--- src/design/tlac_pkg.sv ---
// ----------------------------------------------------------------------------
// tlac_pkg: shared types and constants for transpose_list_access_cost
// Table geometry, field widths, controller states and the command/status
// structs that join the controller and the datapath.
// ----------------------------------------------------------------------------
package tlac_pkg;

	// List depth; a power of two so that the slot of a value is a truncation
	localparam int ENTRIES = 1024;
	localparam int SLOT_W  = $clog2(ENTRIES);
	localparam int VAL_W   = 11;
	localparam int TOTAL_W = 48;
	localparam int EXT_W   = (SLOT_W > VAL_W) ? SLOT_W : VAL_W;

	// Divider step counter, counts VAL_W quotient bits
	localparam int DIV_CNT_W = $clog2(VAL_W + 1);

	localparam int IN_DATA_W  = ((2 * VAL_W + 7) / 8) * 8;
	localparam int OUT_DATA_W = ((2 * VAL_W + TOTAL_W + 7) / 8) * 8;

	localparam logic REQ_LOAD   = 1'b0;
	localparam logic REQ_ACCESS = 1'b1;

	typedef logic [VAL_W-1:0]   val_t;
	typedef logic [SLOT_W-1:0]  slot_t;
	typedef logic [TOTAL_W-1:0] total_t;

	typedef enum logic [3:0] {
		ST_IDLE,
		ST_LOAD,
		ST_A_RDP,
		ST_A_POS,
		ST_A_CHK,
		ST_A_RDA,
		ST_A_GETY,
		ST_A_WRH,
		ST_A_WRA,
		ST_A_DEC,
		ST_A_RDB,
		ST_A_INC,
		ST_A_WAIT,
		ST_RESULT
	} state_t;

	typedef struct packed {
		logic capture;
		logic load_wr;
		logic pos_rd_item;
		logic p_capture;
		logic itm_rd_here;
		logic itm_rd_ahead;
		logic x_capture;
		logic y_capture;
		logic itm_wr_here;
		logic itm_wr_ahead;
		logic pos_rd_x;
		logic pos_wr_dec;
		logic pos_rd_y;
		logic pos_wr_inc;
		logic result;
	} cmd_t;

	typedef struct packed {
		logic is_load;
		logic p_gt1;
		logic div_busy;
	} sts_t;

	// Value v maps to slot (v - 1) mod ENTRIES
	function automatic slot_t slot_of(input val_t v);
		logic [EXT_W-1:0] t;
		t = EXT_W'(v) - EXT_W'(1);
		return t[SLOT_W-1:0];
	endfunction

endpackage

--- src/design/tlac_ctrl.sv ---
// ----------------------------------------------------------------------------
// tlac_ctrl: controller
// Sequences table reads and writes for loads and transposes, waits for the
// divider and hands results to the output register.
// ----------------------------------------------------------------------------
module tlac_ctrl (
	input  logic           clk,
	input  logic           arst_n,
	input  logic           in_valid,
	output logic           in_ready,
	output logic           out_valid,
	input  logic           out_ready,
	output tlac_pkg::cmd_t cmd,
	input  tlac_pkg::sts_t sts
);

	tlac_pkg::state_t state_q;
	tlac_pkg::state_t state_d;
	logic             out_valid_q;
	logic             out_free;

	assign out_free  = !out_valid_q || out_ready;
	assign out_valid = out_valid_q;

	always_comb begin
		state_d = state_q;
		unique case (state_q)
			tlac_pkg::ST_IDLE: begin
				if (in_valid) begin
					state_d = tlac_pkg::ST_A_RDP;
				end
			end
			tlac_pkg::ST_A_RDP: begin
				// request registers are loaded; loads branch off here
				state_d = sts.is_load ? tlac_pkg::ST_LOAD : tlac_pkg::ST_A_POS;
			end
			tlac_pkg::ST_LOAD:   state_d = tlac_pkg::ST_RESULT;
			tlac_pkg::ST_A_POS:  state_d = tlac_pkg::ST_A_CHK;
			tlac_pkg::ST_A_CHK: begin
				state_d = sts.p_gt1 ? tlac_pkg::ST_A_RDA : tlac_pkg::ST_A_WAIT;
			end
			tlac_pkg::ST_A_RDA:  state_d = tlac_pkg::ST_A_GETY;
			tlac_pkg::ST_A_GETY: state_d = tlac_pkg::ST_A_WRH;
			tlac_pkg::ST_A_WRH:  state_d = tlac_pkg::ST_A_WRA;
			tlac_pkg::ST_A_WRA:  state_d = tlac_pkg::ST_A_DEC;
			tlac_pkg::ST_A_DEC:  state_d = tlac_pkg::ST_A_RDB;
			tlac_pkg::ST_A_RDB:  state_d = tlac_pkg::ST_A_INC;
			tlac_pkg::ST_A_INC:  state_d = tlac_pkg::ST_A_WAIT;
			tlac_pkg::ST_A_WAIT: begin
				if (!sts.div_busy) begin
					state_d = tlac_pkg::ST_RESULT;
				end
			end
			tlac_pkg::ST_RESULT: begin
				if (out_free) begin
					state_d = tlac_pkg::ST_IDLE;
				end
			end
			default: state_d = tlac_pkg::ST_IDLE;
		endcase
	end

	always_comb begin
		cmd      = '0;
		in_ready = 1'b0;
		unique case (state_q)
			tlac_pkg::ST_IDLE: begin
				in_ready    = 1'b1;
				cmd.capture = in_valid;
			end
			tlac_pkg::ST_A_RDP: cmd.pos_rd_item = !sts.is_load;
			tlac_pkg::ST_LOAD:  cmd.load_wr = 1'b1;
			tlac_pkg::ST_A_POS: cmd.p_capture = 1'b1;
			tlac_pkg::ST_A_CHK: cmd.itm_rd_here = sts.p_gt1;
			tlac_pkg::ST_A_RDA: begin
				cmd.x_capture    = 1'b1;
				cmd.itm_rd_ahead = 1'b1;
			end
			tlac_pkg::ST_A_GETY: cmd.y_capture = 1'b1;
			tlac_pkg::ST_A_WRH:  cmd.itm_wr_here = 1'b1;
			tlac_pkg::ST_A_WRA: begin
				cmd.itm_wr_ahead = 1'b1;
				cmd.pos_rd_x     = 1'b1;
			end
			tlac_pkg::ST_A_DEC: cmd.pos_wr_dec = 1'b1;
			tlac_pkg::ST_A_RDB: cmd.pos_rd_y = 1'b1;
			tlac_pkg::ST_A_INC: cmd.pos_wr_inc = 1'b1;
			tlac_pkg::ST_A_WAIT: begin
			end
			tlac_pkg::ST_RESULT: cmd.result = out_free;
			default: begin
			end
		endcase
	end

	always_ff @(posedge clk or negedge arst_n) begin
		if (!arst_n) begin
			state_q     <= tlac_pkg::ST_IDLE;
			out_valid_q <= 1'b0;
		end else begin
			state_q <= state_d;
			if (state_q == tlac_pkg::ST_RESULT && out_free) begin
				out_valid_q <= 1'b1;
			end else if (out_ready) begin
				out_valid_q <= 1'b0;
			end
		end
	end

endmodule

--- config.mk ---
export PLATFORM = sky130hd
export DESIGN_NAME = tlac_ctrl
export DESIGN_NICKNAME = d
export VERILOG_FILES = /design/src/design/tlac_pkg.sv /design/src/design/tlac_ctrl.sv
export SDC_FILE = /design/constraint.sdc
export NUM_CORES = 1
export LEC_CHECK = 0
export BUFFER_PORTS_ARGS = -buffer_cell sky130_fd_sc_hd__buf_4
export CAP_MARGIN = 20
export CORE_AREA = 2 2 39 41
export CTS_CLUSTER_SIZE = 40
export DETAILED_ROUTE_END_ITERATION = 7
export DIE_AREA = 0 0 41 43
export PLACE_DENSITY = 0.75
export SYNTH_ARGS = -nofsm -noshare
export SYNTH_HDL_FRONTEND = slang
export SYNTH_SLANG_ARGS = --single-unit
--- constraint.sdc ---
create_clock -name clk -period 2.55 [get_ports clk]
set_clock_uncertainty 0.1 [all_clocks]
set_input_delay 0 -clock clk [delete_from_list [all_inputs] [get_ports clk]]
set_output_delay 0 -clock clk [all_outputs]
set_load 0.005 [all_outputs]
; ---- Word-level counts from Yosys, hierarchy flattened
; Cells that the tools add are included.
[classes]
n_addsub = 0
div = 0
n_lt_le_gt_ge = 0
n_shift = 0
eq_ne = 16
muxes = 22
n_reduce_logical = 7
bitwise = 0
n_mul = 0
[ops]
columns = op, count
row1 = one-hot mux 4 bit (14 select lines), 1
row2 = "== test 4 bit, second input constant", 6
row3 = "== test 4 x 3 -> 1 bit, second input constant", 4
row4 = 2-to-1 mux 4 bit, 4
row5 = 2-to-1 mux 1 bit, 14
row6 = "== test 4 x 2 -> 1 bit, second input constant", 2
row7 = 2-to-1 mux 2 bit, 3
row8 = "!= test 2 bit, second input constant", 3
row9 = "== test 4 x 1 -> 1 bit, second input constant", 1
row10 = zero test 4 bit, 1
row11 = AND reduction 3 bit, 1
row12 = zero test 1 bit, 2
row13 = nonzero test 2 bit, 1
row14 = logical AND 1 bit, 1
row15 = logical OR 1 bit, 1
[word_totals]
memories = 0
latchBits = 0
reg_bits = 5
mem_bits_ro = 0
ram_bits = 0
input_bits = 7
word_cells = 47

; ---- Logic depth before layout (Yosys ltp)
; Gate-level depths: netlist of the first run.
[depth]
ltp_word = 4
ltp_mapped = 5
ltp_nobuf = 4

; ---- Worst setup path before layout of the first run
; No wires, ideal clock.
[synth_timing]
path_kind = register -> register
from = register state_q[1]
to = register state_q[0]
period_less_slack_ns = 1.388
required_ns = 2.322
path_stages_with_launch = 4
arrival_ns = 1.160
setup_time_ns = 0.128
slack_ns = 1.162
n_path_buf = 0
cell_sequence = dfrtp_1 -> or4_4 -> o221ai_1 -> o21ai_1
[synth_via]
elab_chain_len = 3
[synth_rtl]
columns = item, line
row1 = start: declaration, tlac_ctrl.sv:17  ; tlac_pkg::state_t state_q;
row2 = start signal: assignment, tlac_ctrl.sv:98  ; state_q <= tlac_pkg::ST_IDLE;
row3 = start signal: assignment, tlac_ctrl.sv:101  ; state_q <= state_d;
row4 = == test 4 bit / zero test 4 bit (equally long branches), tlac_ctrl.sv:27  ; unique case (state_q)
row5 = != test 2 bit (no line), -
row6 = AND reduction 3 bit (no line), -
; Parallel ways exist; a longest one is shown, timed or not.
; A chain may end at the register's enable or synchronous reset.

; ---- Final worst setup path of the first run
; Ends and elaborated chain as after synthesis.

==> flow_metrics.tcl, run 1 <==
set metrics [dict create \
    cts_num_sinks 5 \
    wire_per_inst_um 10.9 \
    drv_slew 0 \
    antenna_cells 0 \
    max_stage_delay_ps 590 \
    initial_utilization_pct 32.1 \
    post_detailed_placement_half_perimeter_wirelength_um 822 \
    drt_pre_antenna_iters 4 \
    critical_path.endpoint_type "flip-flop" \
    yosys.area_share.adder_pct 0 \
    yosys-top-cells-area "dfrtp_1, nor2_1, buf_4, nand2_1, nand2b_1" \
    asyncSetResetFlopFracSynth_pct 100 \
    fin_crit_ps 2110 \
    floorplan.rows 14 \
    max-slew-margin-rel_pct 73.3 \
    postSynthNetCount 65 \
    worst-path-buf-inv 1 \
    filler_cell_count 139 \
    numPortBuffers 23 \
    status "complete, no violations" \
    clock_latency_ps 240 \
    power_density_mw_per_mm2 998 \
    placeable_core_area_mm2 0.00138 \
    yosys.area_share.xor_xnor_pct 0 \
    yosys.area_share.simple_pct 33.8 \
    combinational_family_with_the_most_area_after_synthesis "simple AND/OR/NAND/NOR gates" \
    grt_pass1_wl_mm 1.73 \
    rsz_0062_raised_after_global_routing "no" \
    post-synth-top-area-fraction_pct 28.2 \
    via_count 513 \
    yosys_reg_bits 5 \
    cp-start-kind "flip-flop" \
    max_freq_mhz 475 \
    max-cap-violations 0 \
    grt_remaining_overflow 0 \
    remaining_drc_errors 0 \
    fraction_of_the_yosys_area_taken_by_sequential_cells_pct 28.2 \
    grt_usage_pct 14.1 \
    yosys-mux-area-fraction_pct 2.25 \
    cts_setup_buffers 0 \
    finalCoreUtilization_pct 47.7 \
    final_nets 92 \
    power_frac_seq_pct 31.9 \
    grt_pass1_vias 398 \
    synth_compound_area_share_pct 21.4 \
    design.die.area_mm2 0.00176 \
    final_hold_fails 0 \
    drive_above_1_share_pct 35.7 \
    hp-class "primary input to flip-flop" \
    syn-mean-instance-area_um2 7.66 \
    synth_warnings 0 \
    die_height_um 43 \
    cts_hold_buf 5 \
    area_growth_from_synthesis_to_layout_pct 48.7 \
    most_frequent_cells_after_synthesis "nor2_1, dfrtp_1, nand2_1" \
    dominantRegCellSynth "dfrtp_1" \
    critPathSlowestCell "or4_4" \
    initial_antenna_violation_count 0 \
    ioPinCount 24 \
    synth_edf_count 0 \
    worst_path_clk_slew_ps 40 \
    gpl.final_weighted_congestion 0.774 \
    cp_top_family "simple AND/OR/NAND/NOR gates" \
    wl_mm 1.09 \
    finalSetupViolCount 0 \
    worstPathArrival_ps 2130 \
    cts-root-buf "clkbuf_4" \
    drt.antenna.violating_nets 0 \
    cts-resized-gates 0 \
    timing.setup.critical_path_class "flip-flop to flip-flop" \
    drt-vias-per-instance 5.13 \
    regArea_um2 125 \
    clockPowerShare_pct 13.4 \
    switching_share_pct 42.5 \
    drt-initial-drc-count 9 \
    inserted_clock_buffers 3 \
    ys_types 29 \
    max_slew.worst_pin.slew_ps 400 \
    synthDominantAreaCellType "dfrtp_1" \
    clock_tree.htree_level_count 1 \
    cellLeakagePower_nw 0.326 \
    layout_worst_path_cycle_share_pct 82.6 \
    clock_tree.buffer_depth 2 \
    combPwrFrac_pct 54.7 \
    cts_tree "done" \
    worstPathRequired_ps 2570 \
    power.switching_mw 0.280 \
    netlist_instances 58 \
    cp_max_fo 14 \
    floorplan.die.width_um 41 \
    grt_max_degree 15 \
    post_synth_instance_area_um2 444 \
    aggregate_negative_setup_slack_ps 0 \
    crit_chain "or4_4 > o221ai_1 > dlygate4sd3_1 > o21ai_1" \
    cell_internal_pwr_mw 0.379 \
    worst_ir_drop_vdd_mv 0.559 \
    yosys.cell_count.top_type "nor2_1" \
    multi_input_comb_area_um2 255 \
]
-- metal layers --
metal	track usage, %	wire (µm)	vias up
li1	-	-	258
met3	4.71	63	0
met2	19.1	553	17
met4	6.00	0	0
met1	20.0	475	238
met5	0	0	-
-- worst paths after layout --
path | from | to | slack (ps) | cells past startpoint
max in group asynchronous | arst_n | state_q[1] | 1580 | 3
worst max register to register | state_q[1] | state_q[0] | 440 | 4
worst min-delay path | sts[2] | state_q[1] | 40 | 3
worst min register to register | out_valid | out_valid | 550 | 2
worst max-delay path | state_q[1] | state_q[0] | 440 | 4
min in group asynchronous | arst_n | state_q[0] | 580 | 3
-- sequential cells by signal, indices dropped and copies added (netlist names) --
register,count
out_valid,1
state_q,4
-- worst min-delay path, cell delays in order --
cell and delay [ps]:
buf_4 80, o21ai_0 70, a21o_1 180
-- through the flow --
step	hold WS, ps	cells	power (mW)	instance area (µm²)	setup WS (ps)
2_1_floorplan	-396	58	0.457	444	1160
3_3_place_gp	-295	91	0.542	584	986
3_5_place_dp	-295	91	0.546	584	967
4_1_cts	31.1	100	0.664	661	444
5_1_grt	51.7	100	0.723	661	341
6_report	37.9	100	0.660	661	444
-- power by group through the flow --
stage               Clock, mW  Sequential, mW  Combinational, mW
floorplan                   0           0.147              0.311
global placement            0           0.204              0.338
detailed placement          0           0.209              0.338
CTS                    0.0938           0.207              0.364
global route            0.101           0.223              0.399
finish                 0.0884           0.210              0.361
-- layout by cell type (no fill, tap or decap), types with 2 or more instances in the layout --
cell	n
nor3_1	3
dlygate4sd3_1	5
or2b_2	2
buf_4	23
dfrtp_1	5
nand2_1	5
nor2_1	10
a21oi_1	2
nor4_1	2
clkbuf_4	3
nand2b_1	3
o21ai_0	3
inv_1	2
-- kinds of logic after synthesis --
family | after synthesis
AO/OA/AOI/OAI | 14
flip-flops | 5
multiplexers | 1
buffers and inverters | 9
AND/OR/NAND/NOR | 29
-- layout make-up --
| type | count | area share [%] |
|---|---|---|
| tap | 16 | 3.03 |
| inverter | 3 | 1.70 |
| sequential | 5 | 18.9 |
| timing repair buffer | 28 | 33.7 |
| multi-input combinational | 44 | 38.6 |
| clock buffer | 4 | 3.98 |
No activity file was read; power rests on OpenSTA's default activity.
==> run 2, diff against run 1 <==
==> constraint.sdc (replaced) <==
create_clock -name clk -period 2.1 [get_ports clk]
set_clock_uncertainty 0.1 [all_clocks]
set_input_delay 0 -clock clk [delete_from_list [all_inputs] [get_ports clk]]
set_output_delay 0 -clock clk [all_outputs]
set_load 0.005 [all_outputs]
==> run 2 against run 1 <==
Effect of this change:
- die area unchanged
- critical endpoint is now cmd[14]
- worst setup slack got worse by 52 ps
- via count decreased by 1.6%
- sequential cell count unchanged
- utilization unchanged
- largest cell class unchanged
==> flow_metrics.tcl, run 2 (synthesis results as in run 1) <==
set metrics [dict create \
    combPwrFrac_pct 53.4 \
    grt_max_degree 15 \
    worst_ir_drop_vdd_mv 0.676 \
    fin_crit_ps 1710 \
    remaining_drc_errors 0 \
    wire_per_inst_um 10.7 \
    mostFrequentLayoutCells "buf_4, nor2_1, nand2_1, dlygate4sd3_1, dfrtp_1" \
    critPathSlowestCell "or4_4" \
    setup.reg_to_reg.worst_slack_ps 520 \
    max-slew-margin-rel_pct 73.5 \
    placement.cell_area_um2 584 \
    layout_worst_path_cycle_share_pct 81.3 \
    regMostFlops "state_q" \
    max-cap-violations 0 \
    cell_internal_pwr_mw 0.441 \
    worst_hold_slack_ps 39.2 \
    cts_tree "done" \
    filler_cell_count 141 \
    status "complete, no violations" \
    worst_path_clk_slew_ps 40 \
    max_freq_mhz 585 \
    hp-class "primary input to flip-flop" \
    power_frac_seq_pct 32.8 \
    cts-resized-gates 0 \
    cp_max_fo 14 \
    numPortBuffers 23 \
    clockPowerShare_pct 13.8 \
    grt_pass1_wl_mm 1.79 \
    initial_antenna_violation_count 0 \
    hold_start "sts[2]" \
    power_density_mw_per_mm2 1180 \
    initial_utilization_pct 32.1 \
    final.setup.worst_slack_ps 392 \
    r2r_end "state_q[0]" \
    max_slew.worst_pin.slew_ps 398 \
    final_hold_fails 0 \
    cts-root-buf "clkbuf_4" \
    post_detailed_placement_half_perimeter_wirelength_um 822 \
    drt.antenna.violating_nets 0 \
    worstPathArrival_ps 1610 \
    cts_num_sinks 5 \
    grt_remaining_overflow 0 \
    most_frequent_standard_cell_in_the_layout_excluding_fill_and_tap_cells "buf_4" \
    final_nets 92 \
    crit_chain "or4_4 > inv_2 > and2_1 > buf_4" \
    drt-vias-per-instance 5.05 \
    worstPathRequired_ps 2000 \
    finalSetupViolCount 0 \
    max_stage_delay_ps 590 \
    clock_tree.htree_level_count 1 \
    finalInstanceArea_um2 661 \
    clock_tree.buffer_depth 2 \
    grt_pass1_vias 421 \
    via_count 505 \
    antenna_cells 0 \
    inserted_clock_buffers 3 \
    switching_share_pct 43.2 \
    placeable_core_area_mm2 0.00138 \
    floorplan.rows 14 \
    rsz_0062_raised_after_global_routing "no" \
    finished_layout_cells 100 \
    wl_mm 1.07 \
    post-place-cells 91 \
    design.die.area_mm2 0.00176 \
    drt-initial-drc-count 7 \
    hold_depth 3 \
    reg2reg_depth 3 \
    power.switching_mw 0.335 \
    drv_slew 0 \
    floorplan.die.width_um 41 \
    cellLeakagePower_nw 0.327 \
    critical_path.endpoint_type "primary output" \
    ioPinCount 24 \
    largest_register_ffs 4 \
    regToRegStartpoint "state_q[1]" \
    finalCoreUtilization_pct 47.7 \
    aggregate_negative_setup_slack_ps 0 \
    grt_usage_pct 14.5 \
    cp_top_family "simple AND/OR/NAND/NOR gates" \
    cp-start-kind "flip-flop" \
    clock_latency_ps 240 \
    place_worst_setup_slack_ps 517 \
    timing.setup.critical_path_class "flip-flop to primary output" \
    worstHoldEndpoint "state_q[1]" \
    die_height_um 43 \
    drt_pre_antenna_iters 4 \
    area_growth_from_synthesis_to_layout_pct 48.7 \
    gpl.final_weighted_congestion 0.774 \
    finalPower_mw 0.777 \
    worst-path-buf-inv 2 \
    drive_above_1_share_pct 35.7 \
]
-- run 2: cell counts in the layout (fill, tap and decap cells not counted) --
Identical to the previous run, type by type.
-- run 2: how the worst max path moves through the flow --
stage	startpoint	to	cells past startpoint
floorplan	state_q[1]	state_q[0]	3
global placement	state_q[1]	state_q[0]	3
detailed placement	state_q[1]	state_q[0]	3
CTS	state_q[1]	cmd[14]	4
global route	state_q[1]	cmd[14]	4
finish	state_q[1]	cmd[14]	4
-- run 2: final cells by class --
class	count	area [µm²]	area share, %
sequential	5	125	18.9
timing repair buffer	28	223	33.7
multi-input combinational	44	255	38.6
tap	16	20.0	3.03
inverter	3	11.3	1.70
clock buffer	4	26.3	3.98
-- run 2: worst register-to-register path: cells and delay by family, from the launching register on --
| kind | cells | cell delay (ps) |
|---|---|---|
| compound gates | 2 | 270 |
| simple gates | 1 | 590 |
| flops | 1 | 500 |
-- run 2: power by group through the flow --
stage,logic [mW],registers [mW],clock network [mW]
final,0.415,0.254,0.107
after global routing,0.463,0.271,0.123
after CTS,0.419,0.251,0.114
after detailed placement,0.410,0.253,0
after global placement,0.411,0.248,0
after floorplan,0.377,0.178,0
-- run 2: repair_timing --
item	4_1_cts	5_1_grt
buffers inserted	0	0
endpoints found under the hold margin	7	0
hold buffers	5	0
-- run 2: per-layer routing --
metal	GRT usage, %	part of all wire [%]
met1	20.0	45
met2	20.3	50
met3	4.71	4.5
met4	6.00	0
met5	0	0
